## config.mk

```make
export PLATFORM = sky130hd
export DESIGN_NAME = tkds_stack
export DESIGN_NICKNAME = d
export VERILOG_FILES = /design/src/hdl/tkds_pkg.sv /design/src/hdl/tkds_stack.sv
export SDC_FILE = /design/constraint.sdc
export NUM_CORES = 2
export LEC_CHECK = 0
export BUFFER_PORTS_ARGS = -buffer_cell sky130_fd_sc_hd__clkbuf_2
export CAP_MARGIN = 30
export CORE_MARGIN = 3
export CORE_UTILIZATION = 67
export CTS_CLUSTER_SIZE = 16
export DETAILED_ROUTE_END_ITERATION = 7
export PLACE_DENSITY = 0.8
export SYNTH_ARGS = -nofsm -noshare
export SYNTH_HDL_FRONTEND = slang
export SYNTH_SLANG_ARGS = --single-unit
```

## constraint.sdc

```tcl
create_clock -name clk -period 87.6 [get_ports clk]
set_clock_uncertainty 0.15 [all_clocks]
set_input_delay 17.52 -clock clk [delete_from_list [all_inputs] [get_ports clk]]
set_output_delay 17.52 -clock clk [all_outputs]
set_load 0.01 [all_outputs]
```

## src/hdl/tkds_pkg.sv

```systemverilog
package tkds_pkg;

  localparam int MAX_KEEP = 64;
  localparam int CNT_W    = $clog2(MAX_KEEP + 1);

  localparam logic [15:0] SENT_SMALL = 16'h7bff;
  localparam logic [15:0] SENT_LARGE = 16'hfbff;
  localparam logic [31:0] EMPTY_ID   = 32'hffffffff;

  localparam logic [1:0] REG_ORDER_MODE = 2'd0;
  localparam logic [1:0] REG_KEEP_COUNT = 2'd1;
  localparam logic [1:0] REG_LIST_SIZE  = 2'd2;

  typedef enum logic [1:0] {
    S_IDLE,
    S_POP,
    S_FLUSH,
    S_CLEAR
  } state_t;

  // control broadcast to every cell of the chain
  typedef struct packed {
    logic        ins_valid;
    logic        mode;
    logic [15:0] ins_d;
    logic [31:0] ins_id;
    logic        shift;
    logic        clear;
    logic [15:0] sent;
  } cell_ctl_t;

  function automatic logic half_is_nan(input logic [15:0] h);
    return h[14:0] > 15'h7c00;
  endfunction

  function automatic logic signed [16:0] half_key(input logic [15:0] h);
    logic signed [16:0] m;
    m = signed'({2'b00, h[14:0]});
    return h[15] ? -m : m;
  endfunction

  // a strictly better than b
  function automatic logic better(input logic mode, input logic [15:0] a,
                                  input logic [15:0] b);
    if (half_is_nan(a) || half_is_nan(b)) return 1'b0;
    if (mode) return half_key(a) < half_key(b);
    return half_key(a) > half_key(b);
  endfunction

  function automatic logic key_eq(input logic [15:0] a, input logic [15:0] b);
    return (a[14:0] == b[14:0]) && ((a[15] == b[15]) || (a[14:0] == 15'd0));
  endfunction

  function automatic logic [CNT_W-1:0] eff_keep(input logic [6:0] k);
    if (k == 7'd0) return CNT_W'(1);
    if (32'(k) > MAX_KEEP) return CNT_W'(MAX_KEEP);
    return CNT_W'(k);
  endfunction

  function automatic logic [15:0] sentinel(input logic mode);
    return mode ? SENT_SMALL : SENT_LARGE;
  endfunction

endpackage

```

## src/hdl/tkds_stack.sv

```systemverilog
module tkds_stack (
  input  logic        clk,
  input  logic        push,
  input  logic        pop,
  input  logic [15:0] push_d,
  input  logic [31:0] push_id,
  output logic [15:0] top_d,
  output logic [31:0] top_id
);

  logic [15:0] d_r  [tkds_pkg::MAX_KEEP];
  logic [31:0] id_r [tkds_pkg::MAX_KEEP];

  assign top_d  = d_r[0];
  assign top_id = id_r[0];

  for (genvar i = 0; i < tkds_pkg::MAX_KEEP; i++) begin : g_slot
    always_ff @(posedge clk) begin
      if (push) begin
        if (i == 0) begin
          d_r[i]  <= push_d;
          id_r[i] <= push_id;
        end else begin
          d_r[i]  <= d_r[(i == 0) ? 0 : i - 1];
          id_r[i] <= id_r[(i == 0) ? 0 : i - 1];
        end
      end else if (pop && (i < tkds_pkg::MAX_KEEP - 1)) begin
        d_r[i]  <= d_r[(i < tkds_pkg::MAX_KEEP - 1) ? i + 1 : i];
        id_r[i] <= id_r[(i < tkds_pkg::MAX_KEEP - 1) ? i + 1 : i];
      end
    end
  end

endmodule

```

==> metrics <==
Fin Hold WS 296.1 ps; most frequent CP cell buf_4; fin nets 6654; Via Count 54890; vias in the first global route 56640; Hold Crit Class flip-flop to flip-flop; Routed WL per cell 19.13 um; Final Max Slew Viols 0; largest family of logic cells by synthesized area multiplexers; die area ~200000 um2; Overflow after GRT 0; Total Wirelength between 150 and 200 mm; clock-pin slew on the worst setup and hold paths 60 ps; Worst Path Required around 88000 ps; number of antenna violations at the first check in global routing 6; syn avg cell area approximately 20 um2; Final Cycle Share 0.2863; worst-margin pin slew 1131 ps; all-layer global routing usage 0.1778; Iteration-0 DRC Markers 4352; Synth Area in Compound Gates 0; syn_nets between 6000 and 7000; post-CTS sizing 0; metal3 WL 5.646 mm; vias per cell 5.884; Synth Area in Simple Gates 0.00009635; worst setup margin 62520 ps; Syn. warnings 0; register area between 90000 and 100000 um2; PortBufs 98; TritonRoute pass-1 iters 7; DRC 0; Setup Fix Bufs, Post-CTS 0; library cells used by synthesis 7; Max Freq 39.87 MHz; sequential-to-total area share from yosys stat 0.7104; multi-input combinational cell area 34080 um2; Worst setup EP type flip-flop; Total Power approximately 3.7 mW; Area Overhead vs Synth 8.358%; Post-Synth XOR/XNOR Area 0; pin count of the biggest net entering global routing 207; I/O pin count 99; chip width roughly 450 um; Setup WS pre-CTS 60690 ps; relative slew slack 0.2460; Setup CP Type input pin to flip-flop; slowest CP cell buf_4; first-pass GRT wire length between 200 and 300 mm; status finished clean; unrepaired setup endpoints after global routing false; Fin. Hold Viols 0; most frequent cells in the layout edfxtp_1 (3072), mux2_2 (3024), clkbuf_16 (324); met2 wire length 86.77 mm; Final setup viols 0; clock sinks 3072; Synth Instances between 6000 and 7000; number of buffers created by CTS 316; post-synthesis mux area share 0.2622; post-route ant nets 0; worst-path cell chain buf_2 > or2_4 > buf_12 > buf_4 > buf_4 > buf_4 > buf_4 > buf_4 > buf_16 > buf_4 > buf_4 > buf_4 > buf_16; Leakage 48.51 nW; pwr dens 26.29 nW/um2; core area roughly 190000 um2; Highest Signal Layer met4; CP Launch Type input pin; setup TNS 0 ps; worst-path maximum fanout 200; # H-tree levels 5; worst reg-to-reg setup slack between 80000 and 90000 ps; met1 WL 81.29 mm; most common cell after layout, fill and taps aside edfxtp_1; CTS max path bufs 4; max incr delay on CP 870 ps; post-route minimum period 25080 ps; max_cap viols 0; synthesized cell area 129900 um2; layout cell share with drive strength beyond 1 0.5289; Die Height 446.2 um; #FFs+latches synth about 3000; Clock Latency Late Sink 910 ps; Final GP Congestion 0.7098; Crit path arrival time 25500 ps; Filler cells 10800; hold-fix buffers at CTS 0; Root Buffer clkbuf_16; Initial Util 0.6785; Post-Synth Adder-Cell Area 0; VDD IR-drop max ~0.021 mV; CTS tree done; placement row count 160; DP HPWL 101.7 mm
report_power, final:
part	internal, mW	total [mW]	switching, mW
logic	0.224	0.349	0.125
registers	1.97	2.10	0.131
clock network	0.731	1.25	0.521
path summary, 6_finish.rpt:
path,from,end,cells after the start
worst min-delay path,id_r[31][10]$_DFFE_PP_,id_r[31][42]$_DFFE_PP_,0
worst max-delay path,push,id_r[9][3]$_DFFE_PP_,13
worst max register to register,id_r[0][24]$_DFFE_PP_,id_r[0][56]$_DFFE_PP_,1
worst min register to register,id_r[31][10]$_DFFE_PP_,id_r[31][42]$_DFFE_PP_,0
worst max-delay path, delay by kind of cell:
| family | cells | cell delay [ps] |
|---|---|---|
| simple gates | 1 | 790 |
| buf+inv | 12 | 6820 |
synth_stat cells (all sizes together):
master / number / share of area
buf: 368 / 0.027
edfxtp: 3072 / 0.71
mux2: 3024 / 0.26
nor2b: 1 / 0.000048
or2: 1 / 0.000048
per-stage QoR:
stage / area [um2] / util / cells
final: 140700 / 0.7352 / 9328
after CTS: 140200 / 0.7325 / 9304
after global placement: 130500 / 0.6821 / 8771
after detailed placement: 130700 / 0.6830 / 8777
after floorplan: 129900 / - / 6466
after global routing: 140700 / 0.7352 / 9324
state kept, by name, summed over array words and instances (netlist names):
signal / count
d_r: 1024
id_r: 2048
per-layer routing:
metal | GRT usage | up-vias
met3 | 0.02995 | 355
met5 | 0 | -
met1 | 0.2549 | 27790
li1 | - | 26090
met4 | 0.05508 | 0
met2 | 0.2838 | 657
area by class of cell:
| type | count | share of cell area |
|---|---|---|
| clock buffer | 399 | 0.05962 |
| sequential | 3072 | 0.6556 |
| multi-input combinational | 3026 | 0.2422 |
| tap | 2511 | 0.02233 |
| clock inverter | 128 | 0.007807 |
| timing repair buffer | 187 | 0.01238 |
| antenna | 5 | 0.00008892 |
logic make-up after synthesis:
group / count (synthesis)
buffers and inverters: 368
DFF: 3072
muxes: 3024
and+or+nand+nor: 2
Power figures use the tool's default switching activity.
