$ cat src/hdl/tkds_pkg.sv
package tkds_pkg;

  localparam int MAX_KEEP = 64;
  localparam int CNT_W    = $clog2(MAX_KEEP + 1);

  localparam logic [15:0] SENT_SMALL = 16'h7bff;
  localparam logic [15:0] SENT_LARGE = 16'hfbff;
  localparam logic [31:0] EMPTY_ID   = 32'hffffffff;

  localparam logic [1:0] REG_ORDER_MODE = 2'd0;
  localparam logic [1:0] REG_KEEP_COUNT = 2'd1;
  localparam logic [1:0] REG_LIST_SIZE  = 2'd2;

  typedef enum logic [1:0] {
    S_IDLE,
    S_POP,
    S_FLUSH,
    S_CLEAR
  } state_t;

  // control broadcast to every cell of the chain
  typedef struct packed {
    logic        ins_valid;
    logic        mode;
    logic [15:0] ins_d;
    logic [31:0] ins_id;
    logic        shift;
    logic        clear;
    logic [15:0] sent;
  } cell_ctl_t;

  function automatic logic half_is_nan(input logic [15:0] h);
    return h[14:0] > 15'h7c00;
  endfunction

  function automatic logic signed [16:0] half_key(input logic [15:0] h);
    logic signed [16:0] m;
    m = signed'({2'b00, h[14:0]});
    return h[15] ? -m : m;
  endfunction

  // a strictly better than b
  function automatic logic better(input logic mode, input logic [15:0] a,
                                  input logic [15:0] b);
    if (half_is_nan(a) || half_is_nan(b)) return 1'b0;
    if (mode) return half_key(a) < half_key(b);
    return half_key(a) > half_key(b);
  endfunction

  function automatic logic key_eq(input logic [15:0] a, input logic [15:0] b);
    return (a[14:0] == b[14:0]) && ((a[15] == b[15]) || (a[14:0] == 15'd0));
  endfunction

  function automatic logic [CNT_W-1:0] eff_keep(input logic [6:0] k);
    if (k == 7'd0) return CNT_W'(1);
    if (32'(k) > MAX_KEEP) return CNT_W'(MAX_KEEP);
    return CNT_W'(k);
  endfunction

  function automatic logic [15:0] sentinel(input logic mode);
    return mode ? SENT_SMALL : SENT_LARGE;
  endfunction

endpackage

$ cat src/hdl/tkds_cell.sv
module tkds_cell (
  input  logic                clk,
  input  logic                rst_n,
  input  tkds_pkg::cell_ctl_t ctl,
  input  logic                active,
  input  logic                prev_better,
  input  logic [15:0]         prev_d,
  input  logic [31:0]         prev_id,
  output logic                better_o,
  output logic [15:0]         d_o,
  output logic [31:0]         id_o
);

  logic [15:0] d_r, d_nxt;
  logic [31:0] id_r, id_nxt;

  assign better_o = active && ctl.ins_valid && tkds_pkg::better(ctl.mode, ctl.ins_d, d_r);
  assign d_o  = d_r;
  assign id_o = id_r;

  always_comb begin
    d_nxt  = d_r;
    id_nxt = id_r;
    if (ctl.clear) begin
      d_nxt  = ctl.sent;
      id_nxt = tkds_pkg::EMPTY_ID;
    end else if (ctl.shift) begin
      d_nxt  = prev_d;
      id_nxt = prev_id;
    end else if (active && ctl.ins_valid) begin
      // hand down from the neighbour, or take the new entry at the insert point
      if (prev_better) begin
        d_nxt  = prev_d;
        id_nxt = prev_id;
      end else if (better_o) begin
        d_nxt  = ctl.ins_d;
        id_nxt = ctl.ins_id;
      end
    end
  end

  always_ff @(posedge clk) begin
    if (!rst_n) begin
      d_r  <= tkds_pkg::SENT_SMALL;
      id_r <= tkds_pkg::EMPTY_ID;
    end else begin
      d_r  <= d_nxt;
      id_r <= id_nxt;
    end
  end

endmodule

$ cat config.mk
export PLATFORM = sky130hd
export DESIGN_NAME = tkds_cell
export DESIGN_NICKNAME = d
export VERILOG_FILES = /design/src/hdl/tkds_pkg.sv /design/src/hdl/tkds_cell.sv
export SDC_FILE = /design/constraint.sdc
export NUM_CORES = 1
export LEC_CHECK = 0
export BUFFER_PORTS_ARGS = -buffer_cell sky130_fd_sc_hd__buf_2
export CORE_MARGIN = 2
export CORE_UTILIZATION = 43
export CTS_CLUSTER_DIAMETER = 80
export DETAILED_ROUTE_END_ITERATION = 10
export GPL_TIMING_DRIVEN = 0
export PLACE_DENSITY = 0.78
export SYNTH_ARGS = -nofsm -noshare
export SYNTH_HDL_FRONTEND = slang
export SYNTH_SLANG_ARGS = --single-unit
$ cat constraint.sdc
create_clock -name clk -period 3.7 [get_ports clk]
set_input_delay 0.185 -clock clk [delete_from_list [all_inputs] [get_ports clk]]
set_output_delay 0.185 -clock clk [all_outputs]
set_load 0.005 [all_outputs]
==> flow_metrics.env <==
export IMPL_post_synth_cell_area_avg_um2=7.71
export IMPL_grt_pass1_vias=4471
export IMPL_end_kind="output pin"
export IMPL_maxCapViolations=0
export IMPL_yosysMostFrequentCell="nand2_1"
export IMPL_cts_hold_buf=0
export IMPL_path_clk_slew_ps=90
export IMPL_ios=169
export IMPL_synth_common_cells="nand2_1 (101), dfxtp_1 (48), nor4_1 (35), a41oi_1 (32), nor3_1 (31)"
export IMPL_gp_congestion=0.979
export IMPL_path_class="reg2out"
export IMPL_rsz0062_at_grt="yes"
export IMPL_syn_nets=595
export IMPL_fin_skew_ps=2.48
export IMPL_post_route_cells_drive_above_1_share_pct=44.2
export IMPL_grt_usage_pct=30.1
export IMPL_vias=4552
export IMPL_fp_coreArea_mm2=0.00781
export IMPL_synth_top_cell_area_share_pct=27.3
export IMPL_critPathMaxFanout=5
export IMPL_hold_path_class="in2reg"
export IMPL_final_hold_viol_count=0
export IMPL_htreeDepth=2
export IMPL_tritoncts="built"
export IMPL_grt_pass1_wl_mm=21.3
export IMPL_synth_ff_type="dfxtp_1"
export IMPL_irDropWorstVdd_uv=272
export IMPL_synth_seq_cells=48
export IMPL_outcome="finished, violations left"
export IMPL_cts_buffers=5
export IMPL_drcViolationCount=0
export IMPL_fin_nets=794
export IMPL_synth_largest_area_cell="dfxtp_1"
export IMPL_initial_core_util_pct=45.0
export IMPL_die_area_mm2=0.00891
export IMPL_ant_nets=0
export IMPL_root_buffer="clkbuf_8"
export IMPL_setup_ws_ps=-424
export IMPL_drtPass1Iterations=5
export IMPL_nFillCells=585
export IMPL_async_flop_share_pct=0
export IMPL_yosysSeqAreaShare_pct=27.3
export IMPL_clkLatencyLatePin_ps=300
export IMPL_finalSetupViolCount=49
export IMPL_wl_per_cell_um=18.8
export IMPL_drt_iter0_markers=353
export IMPL_worstPathArrival_ps=3940
export IMPL_syn_instance_count=456
export IMPL_synthesis_area_mm2=0.00351
export IMPL_layout_cells_non_filler=758
export IMPL_period_needed_ps=4120
export IMPL_cp_start_kind="register"
export IMPL_portBuffers=166
export IMPL_power_density_mw_per_mm2=277
export IMPL_die_height_um=94.4
export IMPL_vias_per_cell=6.01
export IMPL_cp_required_ps=3510
export IMPL_p_leak_nw=2.14
export IMPL_dp_hpwl_mm=9.76
export IMPL_timing_fmax_mhz=243
export IMPL_grt_max_degree=14
export IMPL_max_slew_margin_pct=14.5
export IMPL_synth_area_leaders="dfxtp_1 (27%), nand2_1 (11%), a41oi_1 (8.0%)"
export IMPL_slew_violations=0
export IMPL_dp_cells=724
export IMPL_ys_types=54
export IMPL_stdcell_area_mm2=0.00557
export IMPL_wirelength_mm=14.2
export IMPL_ctsLongestPathBuffers=2
export IMPL_grt_antenna_before_repair=0
export IMPL_grt_overflow=0
export IMPL_dpl_worst_slack_ps=-582
export IMPL_num_antenna_cells=0
export IMPL_violations="negative setup slack"
export IMPL_clock_sinks=48
export IMPL_area_growth_pct=58.4
export IMPL_post_dp_cell_area_mm2=0.00452
export IMPL_synth_edf_count=0
export IMPL_fp_dieW_um=94.4
export IMPL_row_count=32
export IMPL_min_period_over_period_pct=111
export IMPL_max_slew_worst_pin_slew_ps=1280
export IMPL_yosysWarnings=0
sequential cells by signal (all words and copies together), names as in the netlist:
register,count
d_o,16
id_o,32
logic make-up after synthesis:
family	count (synthesis)	share of synthesized area, %
AND/OR/NAND/NOR	208	29.8
XOR/XNOR	26	6.48
AO/OA/AOI/OAI	102	22.7
multiplexers	3	0.961
flip-flops	48	27.3
buffers and inverters	50	5.95
adder cells (fa/ha/maj)	19	6.76
path summary, 6_finish.rpt:
| path | end | start | slack, ps | cells after the start |
|---|---|---|---|---|
| max reg2reg | id_o[24] | d_o[3] | -420 | 18 |
| min | d_o[4] | ctl[4] | 100 | 3 |
| min reg2reg | id_o[15] | id_o[15] | 590 | 2 |
| max | better_o | d_o[3] | -420 | 16 |
worst max-delay path, cell delays in order, from the launching register on:
cell	delay (ps)
dfxtp_4	360
nor4_4	310
nand2b_1	110
or4_4	430
or3_4	340
or2_4	240
o21ai_2	120
xor2_1	160
ha_1	170
a21oi_1	60
o211ai_1	250
nor3_2	80
a221o_2	410
mux2i_4	240
inv_4	80
buf_6	150
buf_6	110
stage by stage:
step	power (mW)	util (%)	hold slack [ps]	setup TNS (ps)
2_1_floorplan	0.862	-	316	-1370
3_3_place_gp	1.04	57.9	411	-19010
3_5_place_dp	1.05	57.9	415	-21520
4_1_cts	1.47	67.8	100	-21840
5_1_grt	1.61	71.3	119	-28430
6_report	1.54	71.3	102	-18300
cell type report:
cell class | count | area [um^2] | area share (%)
multi-input cells | 358 | 2950 | 53.1
repair buffers | 192 | 1150 | 20.6
flip-flops and latches | 48 | 971 | 17.4
plain buffers | 38 | 230 | 4.14
well taps | 102 | 128 | 2.29
clock buffers | 8 | 90.1 | 1.62
inverters | 12 | 47.5 | 0.854
metal layers:
layer | part of all wire, % | vias up | routed length (um) | GRT usage [%]
met5 | 0 | - | 0 | 0
met4 | 2.5 | 0 | 353 | 8.57
met3 | 8.4 | 39 | 1200 | 5.67
met2 | 51 | 261 | 7220 | 54.3
met1 | 38 | 2143 | 5480 | 36.3
li1 | - | 2109 | - | -
power breakdown:
| group | internal, mW | switching, mW |
|---|---|---|
| combinational | 0.279 | 0.332 |
| sequential | 0.549 | 0.0460 |
| clock | 0.153 | 0.181 |
layout by cell type, fill, tap and decap left out, types with 4 or more instances in the layout:
master / netlist / final
a41oi_1: 32 / 23
xnor2_1: 15 / 15
buf_8: 0 / 4
buf_12: 0 / 4
inv_1: 10 / 10
buf_2: 5 / 165
xor2_1: 11 / 11
nor2_1: 9 / 8
nor4_2: 0 / 12
nand2_1: 101 / 100
dfxtp_1: 48 / 44
nor4_4: 1 / 23
clkbuf_8: 0 / 6
a21oi_1: 7 / 7
o311ai_1: 14 / 14
o21ai_0: 13 / 11
buf_4: 2 / 16
clkbuf_1: 27 / 28
ha_1: 19 / 19
buf_6: 1 / 9
o21bai_1: 14 / 14
nor3_1: 31 / 19
nor3_2: 1 / 11
nand2b_1: 4 / 4
a41oi_2: 0 / 9
timing repair:
| item | 4_1_cts | 5_1_grt |
|---|---|---|
| cloned | 4 | 1 |
| gates resized for setup | 79 | 43 |
| setup endpoints to repair | 49 | 49 |
| pin swaps | 18 | 22 |
| buffers inserted | 17 | 5 |
(Power assumes the default switching activity.)
